[src/qksd_pkg.sv]
// Shared types and constants for the quadrature knob step decoder.
`default_nettype none
package qksd_pkg;

    localparam int unsigned TIMEOUT_W = 16;
    localparam int unsigned ELAPSED_W = 8;
    localparam int unsigned EVENT_W   = 3;
    localparam int unsigned MODE_W    = 2;

    localparam logic [TIMEOUT_W-1:0] TIMEOUT_RESET = 16'd1000;

    localparam logic [MODE_W-1:0] MODE_IDLE    = 2'd0;
    localparam logic [MODE_W-1:0] MODE_A_ARMED = 2'd1;
    localparam logic [MODE_W-1:0] MODE_B_ARMED = 2'd2;

    localparam logic [EVENT_W-1:0] EV_A_LED     = 3'd0;
    localparam logic [EVENT_W-1:0] EV_B_LED     = 3'd1;
    localparam logic [EVENT_W-1:0] EV_A_DONE    = 3'd2;
    localparam logic [EVENT_W-1:0] EV_B_DONE    = 3'd3;
    localparam logic [EVENT_W-1:0] EV_A_TIMEOUT = 3'd4;
    localparam logic [EVENT_W-1:0] EV_B_TIMEOUT = 3'd5;

    typedef struct packed {
        logic               valid;
        logic [EVENT_W-1:0] event_res;
    } result_t;

    typedef struct packed {
        logic idle;
        logic time_zero;
    } core_status_t;

endpackage
`default_nettype wire

[src/qksd_if.sv]
// Valid/ready channel interfaces for input ticks and result events.
`default_nettype none
interface qksd_in_if;
    logic                          valid;
    logic                          ready;
    logic                          phase_a;
    logic                          phase_b;
    logic [qksd_pkg::ELAPSED_W-1:0] elapsed_ms;

    modport source (output valid, phase_a, phase_b, elapsed_ms, input ready);
    modport sink   (input valid, phase_a, phase_b, elapsed_ms, output ready);
endinterface

interface qksd_out_if;
    logic                         valid;
    logic                         ready;
    logic [qksd_pkg::EVENT_W-1:0] event_res;

    modport source (output valid, event_res, input ready);
    modport sink   (input valid, event_res, output ready);
endinterface
`default_nettype wire

[src/quadrature_knob_step_decoder_top.sv]
// Top level of the quadrature knob step decoder: config register, core, output skid.
`default_nettype none
// One input beat is one sample tick; the decoder takes a tick every clock while
// ready is high. Its event, if any, is registered into the output register, or
// into the single skid entry while the output stalls, so input ready drops only
// when both hold undelivered events. timeout_ms resets to 1000 and may be
// rewritten through cfg_we/cfg_wdata while no tick is in flight.
module quadrature_knob_step_decoder_top (
    input  wire logic                           clk,
    input  wire logic                           rst_n,
    input  wire logic                           cfg_we,
    input  wire logic [qksd_pkg::TIMEOUT_W-1:0] cfg_wdata,
    qksd_in_if.sink                             in_beat,
    qksd_out_if.source                          out_beat
);
    import qksd_pkg::*;

    logic [TIMEOUT_W-1:0] timeout_reg;
    logic                 accept;
    result_t              res;
    core_status_t         status;
    logic                 out_valid_reg, skid_valid_reg;
    logic [EVENT_W-1:0]   out_event_reg, skid_event_reg;

    assign in_beat.ready = !skid_valid_reg;
    assign accept        = in_beat.valid && !skid_valid_reg;

    always_ff @(posedge clk or negedge rst_n)
    begin
        if (!rst_n)
        begin
            timeout_reg <= TIMEOUT_RESET;
        end
        else if (cfg_we)
        begin
            timeout_reg <= cfg_wdata;
        end
    end

    qksd_core u_core (
        .clk        (clk),
        .rst_n      (rst_n),
        .accept     (accept),
        .phase_a    (in_beat.phase_a),
        .phase_b    (in_beat.phase_b),
        .elapsed_ms (in_beat.elapsed_ms),
        .timeout_ms (timeout_reg),
        .result     (res),
        .status     (status)
    );

    always_ff @(posedge clk or negedge rst_n)
    begin
        if (!rst_n)
        begin
            out_valid_reg  <= 1'b0;
            skid_valid_reg <= 1'b0;
        end
        else if (skid_valid_reg)
        begin
            if (out_beat.ready)
            begin
                out_valid_reg  <= 1'b1;
                skid_valid_reg <= 1'b0;
            end
        end
        else if (out_valid_reg && !out_beat.ready)
        begin
            skid_valid_reg <= res.valid;
        end
        else
        begin
            out_valid_reg <= res.valid;
        end
    end

    always_ff @(posedge clk)
    begin
        if (skid_valid_reg)
        begin
            if (out_beat.ready)
            begin
                out_event_reg <= skid_event_reg;
            end
        end
        else if (out_valid_reg && !out_beat.ready)
        begin
            skid_event_reg <= res.event_res;
        end
        else
        begin
            out_event_reg <= res.event_res;
        end
    end

    assign out_beat.valid     = out_valid_reg;
    assign out_beat.event_res = out_event_reg;

    a_skid_implies_out: assert property (@(posedge clk) disable iff (!rst_n)
        skid_valid_reg |-> out_valid_reg)
        else $error("skid entry held without output entry");

    a_idle_time_clear: assert property (@(posedge clk) disable iff (!rst_n)
        status.idle |-> status.time_zero)
        else $error("armed time not cleared while idle");

    a_stall_to_skid: assert property (@(posedge clk) disable iff (!rst_n)
        res.valid && out_valid_reg && !out_beat.ready && !skid_valid_reg
        |=> skid_valid_reg)
        else $error("stalled event not captured in skid entry");

endmodule
`default_nettype wire

[src/qksd_core.sv]
// Decoder state registers and single-pass next-state and event logic.
`default_nettype none
module qksd_core (
    input  wire logic                            clk,
    input  wire logic                            rst_n,
    input  wire logic                            accept,
    input  wire logic                            phase_a,
    input  wire logic                            phase_b,
    input  wire logic [qksd_pkg::ELAPSED_W-1:0]  elapsed_ms,
    input  wire logic [qksd_pkg::TIMEOUT_W-1:0]  timeout_ms,
    output qksd_pkg::result_t                    result,
    output qksd_pkg::core_status_t               status
);
    import qksd_pkg::*;

    logic [MODE_W-1:0]    mode_reg, mode_next;
    logic                 last_a_reg, last_b_reg;
    logic [TIMEOUT_W-1:0] time_reg, time_next;
    logic                 a_chg, b_chg, lead_chg, other_chg;
    logic [TIMEOUT_W:0]   sum;
    logic [TIMEOUT_W-1:0] sat;
    result_t              res;

    assign a_chg = phase_a ^ last_a_reg;
    assign b_chg = phase_b ^ last_b_reg;
    assign lead_chg  = (mode_reg == MODE_A_ARMED) ? a_chg : b_chg;
    assign other_chg = (mode_reg == MODE_A_ARMED) ? b_chg : a_chg;
    assign sum = {1'b0, time_reg} + {{(TIMEOUT_W+1-ELAPSED_W){1'b0}}, elapsed_ms};
    assign sat = sum[TIMEOUT_W] ? {TIMEOUT_W{1'b1}} : sum[TIMEOUT_W-1:0];

    always_comb
    begin
        mode_next     = mode_reg;
        time_next     = time_reg;
        res.valid     = 1'b0;
        res.event_res = EV_A_LED;
        unique case (mode_reg)
            MODE_IDLE:
            begin
                if (phase_a != phase_b)
                begin
                    if (a_chg && !b_chg)
                    begin
                        res.valid     = 1'b1;
                        res.event_res = EV_A_LED;
                        mode_next     = MODE_A_ARMED;
                        time_next     = '0;
                    end
                    else if (b_chg && !a_chg)
                    begin
                        res.valid     = 1'b1;
                        res.event_res = EV_B_LED;
                        mode_next     = MODE_B_ARMED;
                        time_next     = '0;
                    end
                end
            end
            MODE_A_ARMED, MODE_B_ARMED:
            begin
                if (other_chg || lead_chg)
                begin
                    mode_next = MODE_IDLE;
                    time_next = '0;
                    if (other_chg)
                    begin
                        res.valid     = 1'b1;
                        res.event_res = (mode_reg == MODE_A_ARMED) ? EV_A_DONE : EV_B_DONE;
                    end
                end
                else
                begin
                    time_next = sat;
                    if (sat > timeout_ms)
                    begin
                        res.valid     = 1'b1;
                        res.event_res = (mode_reg == MODE_A_ARMED) ? EV_A_TIMEOUT
                                                                   : EV_B_TIMEOUT;
                    end
                end
            end
            default:
            begin
                mode_next = MODE_IDLE;
            end
        endcase
    end

    always_ff @(posedge clk or negedge rst_n)
    begin
        if (!rst_n)
        begin
            mode_reg   <= MODE_IDLE;
            last_a_reg <= 1'b0;
            last_b_reg <= 1'b0;
            time_reg   <= '0;
        end
        else if (accept)
        begin
            mode_reg   <= mode_next;
            last_a_reg <= phase_a;
            last_b_reg <= phase_b;
            time_reg   <= time_next;
        end
    end

    assign result.valid     = accept & res.valid;
    assign result.event_res = res.event_res;
    assign status.idle      = (mode_reg == MODE_IDLE);
    assign status.time_zero = (time_reg == '0);

endmodule
`default_nettype wire
[src/flat_wrapper.sv]
// flat-port wrapper written by rule: the top's interface ports become plain ports
module quadrature_knob_step_decoder_top_flat import qksd_pkg::*;
  (clk, rst_n, cfg_we, cfg_wdata, in_beat_valid, in_beat_phase_a, in_beat_phase_b, in_beat_elapsed_ms, in_beat_ready, out_beat_valid, out_beat_event_res, out_beat_ready);
  qksd_in_if in_beat_i ();
  qksd_out_if out_beat_i ();
  input  wire logic clk;
  input  wire logic rst_n;
  input  wire logic cfg_we;
  input  wire logic [qksd_pkg::TIMEOUT_W-1:0] cfg_wdata;
  input wire logic [$bits(in_beat_i.valid)-1:0] in_beat_valid;
  input wire logic [$bits(in_beat_i.phase_a)-1:0] in_beat_phase_a;
  input wire logic [$bits(in_beat_i.phase_b)-1:0] in_beat_phase_b;
  input wire logic [$bits(in_beat_i.elapsed_ms)-1:0] in_beat_elapsed_ms;
  output wire logic [$bits(in_beat_i.ready)-1:0] in_beat_ready;
  output wire logic [$bits(out_beat_i.valid)-1:0] out_beat_valid;
  output wire logic [$bits(out_beat_i.event_res)-1:0] out_beat_event_res;
  input wire logic [$bits(out_beat_i.ready)-1:0] out_beat_ready;
  assign in_beat_i.valid = in_beat_valid;
  assign in_beat_i.phase_a = in_beat_phase_a;
  assign in_beat_i.phase_b = in_beat_phase_b;
  assign in_beat_i.elapsed_ms = in_beat_elapsed_ms;
  assign in_beat_ready = in_beat_i.ready;
  assign out_beat_valid = out_beat_i.valid;
  assign out_beat_event_res = out_beat_i.event_res;
  assign out_beat_i.ready = out_beat_ready;
  quadrature_knob_step_decoder_top u_core (.clk(clk), .rst_n(rst_n), .cfg_we(cfg_we), .cfg_wdata(cfg_wdata), .in_beat(in_beat_i), .out_beat(out_beat_i));
endmodule
[config.mk]
export PLATFORM = sky130hd
export DESIGN_NAME = quadrature_knob_step_decoder_top_flat
export DESIGN_NICKNAME = d
export VERILOG_FILES = /design/src/qksd_pkg.sv /design/src/qksd_if.sv /design/src/quadrature_knob_step_decoder_top.sv /design/src/qksd_core.sv /design/src/flat_wrapper.sv
export SDC_FILE = /design/constraint.sdc
export NUM_CORES = 1
export LEC_CHECK = 0
export BUFFER_PORTS_ARGS = -buffer_cell sky130_fd_sc_hd__buf_2
export CORE_MARGIN = 2
export CORE_UTILIZATION = 41
export CTS_BUF_LIST = sky130_fd_sc_hd__clkbuf_2 sky130_fd_sc_hd__clkbuf_4 sky130_fd_sc_hd__clkbuf_8
export DETAILED_ROUTE_END_ITERATION = 6
export GPL_TIMING_DRIVEN = 0
export SLEW_MARGIN = 20
export SYNTH_ARGS = -nofsm -noshare
export SYNTH_HDL_FRONTEND = slang
export SYNTH_SLANG_ARGS = --single-unit
[constraint.sdc]
create_clock -name clk -period 3.7 [get_ports clk]
set_clock_uncertainty 0.15 [all_clocks]
set_input_delay 0.74 -clock clk [delete_from_list [all_inputs] [get_ports clk]]
set_output_delay 0.74 -clock clk [all_outputs]
set_load 0.03 [all_outputs]
Word-level counts from Yosys, hierarchy flattened
Index checks and enable logic that the tools add are counted.

storage, ports and cells
  register bits = 44
  output and inout bits = 5

cells by class
  bitwise gates (word level) = 4
  eq/ne operators = 8
  muxes and demuxes = 31
  magnitude comparators = 1
  reduce and logical (&&, ||, !) cells = 16
  add/subtract/negate cells = 1

operators with widths
  operator            count
  $mux 16             5
  $pmux 16 s2         1
  $mux 4              6
  $add 16x8->17       1
  $gt 16x16->1        1
  $mux 1              10
  $mux 3              3
  $mux 2              4
  $pmux 4 s2          1
  $reduce_and 4->1    2
  $logic_and 1x1->1   4
  $logic_not 1->1     4
  $ne 2x1->1 const B  2
  $ne 2x2->1 const B  2
  $pmux 2 s2          1
  $reduce_and 2->1    2
  $ne 3x1->1 const B  1
  $eq 2x1->1 const B  1
  $eq 2x2->1 const B  1
  $logic_not 2->1     1
  $reduce_bool 2->1   1
  $reduce_or 2->1     1
  $xor 1x1->1         2
  $and 1x1->1         1
  other kinds (3)     3

Depth between registers and ports, before layout
  word-level depth = 10
  mapped depth = 16
  gate-level depth less buffers = 15

Modules after synthesis
Synthesis repeated with hierarchy kept, for this count alone.

second synthesis, totals
  cells, all modules = 315
  area total of the unflattened synthesis = 3,104.2 um^2

modules (own cells, without submodules)
  module                            sequential area each (um^2)  area each (um^2)  times used  cells each
  qksd_core                         500.5                        2,128.3           1           260
  quadrature_knob_step_decoder_top  638.1                        975.9             1           55

Worst setup path after synthesis
OpenSTA, ideal clock, no wires.

  path kind = input to register
  start = in in_beat_elapsed_ms[0]
  end = reg u_core.out_event_reg[0] (netlist: u_core.out_beat.event_res[0]) (data pin)
  buffers on the path = 1
  setup time = 165 ps
  required time = 3,385 ps
  arrival = 3,823 ps
  path slack = -438 ps
  stages on the path = 16
  cells stage by stage = ha_1 -> fa_1 -> a211oi_1 -> nor2_1 -> o22a_2 -> buf_6 -> nand3_2 -> xor2_1 -> nand2_1 -> ha_1 -> nand4_1 -> nor4_1 -> a21bo_2 -> a31oi_4 -> o21bai_1 -> o31ai_2

on the way
  cells in the longest elaborated chain, start to end = 8

ends and longest elaborated chain
  what                    line                                    source
  start: declaration      flat_wrapper.sv:13                      input wire logic [$bits(in_beat_i.elapsed_ms)-1:0] in_beat_elapsed_ms;
  $add 16x8->17           qksd_core.sv:28                         assign sum = {1'b0, time_reg} + {{(TIMEOUT_W+1-ELAPSED_W){1'b0}}, elapsed_ms};
  $mux 16                 qksd_core.sv:29                         assign sat = sum[TIMEOUT_W] ? {TIMEOUT_W{1'b1}} : sum[TIMEOUT_W-1:0];
  $gt 16x16->1            qksd_core.sv:73                         if (sat > timeout_ms)
  $mux 4                  qksd_core.sv:73
  $mux 4                  qksd_core.sv:60                         if (other_chg || lead_chg)
  $pmux 4 s2              qksd_core.sv:37                         unique case (mode_reg)
  $mux 3                  quadrature_knob_step_decoder_top.sv:86  else if (out_valid_reg && !out_beat.ready)
  $mux 3                  quadrature_knob_step_decoder_top.sv:79  if (skid_valid_reg)
  end signal: assignment  quadrature_knob_step_decoder_top.sv:83  out_event_reg <= skid_event_reg;
  end signal: assignment  quadrature_knob_step_decoder_top.sv:92  out_event_reg <= res.event_res;
  end: declaration        quadrature_knob_step_decoder_top.sv:23  logic [EVENT_W-1:0] out_event_reg, skid_event_reg;

Every way passes these cells. The select of a mux whose other input is x is not followed.
A chain may end at the register's enable or synchronous reset.

==> qor.txt <==
number of global-route vias before repair - 2369
YS warnings - 0
Synth async-reset ratio - 0.864
detailed placer's ending HPWL - 4880 microns
critical path's top delay family - compound AO/OA/AOI/OAI gates
peak supply drop - 0.176 mV
total gr overflow - 0
vias per cell - 5.21
most frequent cells in the layout - nand2_1, buf_2, dfrtp_1, ha_1
# H-tree levels - 2
MaxCap Viol Count - 0
Residual DRC - 0
Final Wtd Congestion - 0.831
vias - 2419
arrival time worst endpoint - 3.89 ns
Util after Layout - 0.513
status - finished, violations left
combinational share of power - 0.489
antenna diode count - 0
Leak Pwr - 1.68 nW
Post-DRT Antenna Nets - 0
largest cells by area after synthesis - dfrtp_1, ha_1, edfxtp_1, dfstp_2, nand2_1
overall die height - 88.9 microns
final max-slew violation count - 0
setup TNS - -1.34 ns
area share of the largest cell type after synthesis - 0.271
clock buffer depth - 2
delay of the slowest cell on the worst path - 0.42 ns
worst-path cell chain - buf_6 > ha_4 > fa_2 > a211oi_4 > nor2_2 > o22a_2 > nand3_2 > buf_8 > nand2_2 > ha_1 > a21oi_1 > o21ai_0 > a221oi_2 > a31oi_4 > buf_4 > mux2_2
failing checks - setup timing
Slew headroom - 0.413
CTS Hold Bufs - 0
average wire per standard cell - 14.1 microns
Synth cell types - 56
Tcrit/Tclk final - 1.08
NetSw - 0.741 mW
drt pass-1 iters - 4
CTS tree - yes
syn nets - 377
sw frac - 0.406
register bit total from synthesis - 44
Final Setup Violations - 6
initial antenna violation count - 0
Crit. End Element - flop
drt total wl - 6550 microns
initial core utilization - 0.430
DP Worst Slack - -0.821 ns
# IOs - 36
P_int - 1.08 mW
Slowest cell on crit path - fa_2
Area growth syn-to-layout - 19.2%
nets@finish - 429
total clock sinks - 44
CTS Root Cell - clkbuf_8
Post-synth EDFFs - 6
Avg Inst Size Synth - 9.38 sq um
core footprint - 6870 sq um
worst setup path category - in2reg
Reg clk slew, reported paths - 0.09 ns
Pwr per Cell Area - 518 nW/um^2
I/O Buffers - 35
largest net degree at the start of global routing - 39
Clock Power Share - 0.164
die area - 7900 sq um
worst-skew pair later-pin latency - 0.30 ns
proportion of layout cells with a drive suffix above 1 - 0.258
GRT Overall Usage - 0.182
sequential element share of the synthesized area - 0.385
sequential fraction of design power - 0.347
Rows - 30
most common cell after layout, fill and taps aside - nand2_1
Hold Path Class - reg2reg
crit path launch type - input pin
first-pass GRT wire length - 11200 microns
DR iter-0 viols - 108
RSZ-0062 raised after global routing - true
synthesized area - 2960 sq um
min Tclk post-route - 3.98 ns
ys flop type - dfrtp_1
FMAX - 251 MHz
Max FO, Critical Path - 10
final hold viol count - 0
final worst setup slack - -0.279 ns
Buf/Inv on CP - 3
leading area contributor after synthesis - dfrtp_1
slew of the pin with the lowest slew margin - 0.880 ns
Design Power - 1.82 mW
Die Wd - 88.9 microns
Mapped Cells - 315
Worst Path Required - 3.61 ns
CTS Buf Count - 5
-- worst register-to-register path: stages, from the launching register on --
cell,delay (ns)
dfrtp_1,0.42
ha_4,0.18
fa_2,0.42
a211oi_4,0.24
nor2_2,0.07
o22a_2,0.24
nand3_2,0.14
buf_8,0.16
nand2_2,0.07
ha_1,0.29
a21oi_1,0.13
o21ai_0,0.15
a221oi_2,0.38
a31oi_4,0.17
buf_4,0.17
mux2_2,0.25
-- power groups by stage --
| stage | logic, mW | clock network, mW | registers [mW] |
|---|---|---|---|
| finish | 0.893 | 0.298 | 0.633 |
| global route | 1.00 | 0.328 | 0.644 |
| CTS | 0.863 | 0.312 | 0.634 |
| detailed placement | 0.815 | 0 | 0.644 |
| global placement | 0.800 | 0 | 0.640 |
| floorplan | 0.587 | 0 | 0.667 |
-- per-stage QoR --
stage / instances / hold WS, ns / area [sq um]
finish: 464 / 0.372 / 3520
floorplan: 315 / 0.294 / 2980
detailed placement: 446 / 0.357 / 3280
global placement: 446 / 0.347 / 3280
CTS: 462 / 0.376 / 3460
global route: 464 / 0.393 / 3520
-- cell families after synthesis --
family	Yosys count	synth area share
adder cells (fa/ha/maj)	31	0.134
AO/OA/AOI/OAI	98	0.223
XOR/XNOR	11	0.0351
buffers and inverters	33	0.0491
flip-flops	44	0.385
AND/OR/NAND/NOR	94	0.158
multiplexers	4	0.0152
-- cell usage after synthesis, drive strengths merged, types with 2 or more instances --
master / instances
buf: 4
clkbuf: 6
and2: 2
a21o: 4
a211oi: 4
a31oi: 4
a21oi: 21
dfstp: 6
o21a: 6
and4: 3
o211ai: 2
xor2: 8
nand2: 44
xnor2: 3
o31ai: 3
mux2: 4
inv: 23
nand3: 10
nor2: 14
a2bb2oi: 2
o21ai: 30
a41o: 2
nor3: 2
nor2b: 3
and3: 3
o21bai: 5
edfxtp: 6
nand4: 4
nand2b: 4
dfrtp: 32
a22o: 7
ha: 30
-- cell type report --
class                           instances  area [sq um]
Buffer                                 10          58.8
Clock buffer                            5          68.8
Timing Repair Buffer                   45           260
Clock inverter                          3          13.8
Sequential cell                        44          1140
Inverter                               23          86.3
Multi-Input combinational cell        238          1780
Tap cell                               96           120
Fill cell                             667          3350
-- worst paths after layout --
kind | from | endpoint | slack, ns | cells past startpoint
setup / recovery | in_beat_elapsed_ms[0] | u_core.out_beat.event_res[2] | -0.28 | 16
hold / removal | u_core.u_core.time_reg[6] | u_core.u_core.time_reg[6] | 0.37 | 1
setup reg to reg | u_core.u_core.time_reg[0] | u_core.out_beat.event_res[2] | -0.18 | 15
hold reg to reg | u_core.u_core.time_reg[6] | u_core.u_core.time_reg[6] | 0.37 | 1
max in group asynchronous | rst_n | u_core.u_core.time_reg[7] | 2.44 | 1
min in group asynchronous | rst_n | u_core.u_core.time_reg[12] | 0.40 | 1
-- what timing repair did --
item	CTS	global route
setup buffers	8	2
resized for setup	8	7
endpoints found under the hold margin	0	0
pin swaps	11	7
gates cloned	0	0
setup endpoints to repair	6	6
-- layer usage --
| metal | vias up | wire, microns | global-route usage |
|---|---|---|---|
| li1 | 1240 | - | - |
| met1 | 1133 | 3170 | 0.258 |
| met2 | 40 | 3120 | 0.292 |
| met3 | 6 | 199 | 0.0249 |
| met4 | 0 | 56 | 0.0537 |
| met5 | - | 0 | 0 |
No activity file was read; power rests on OpenSTA's default activity.
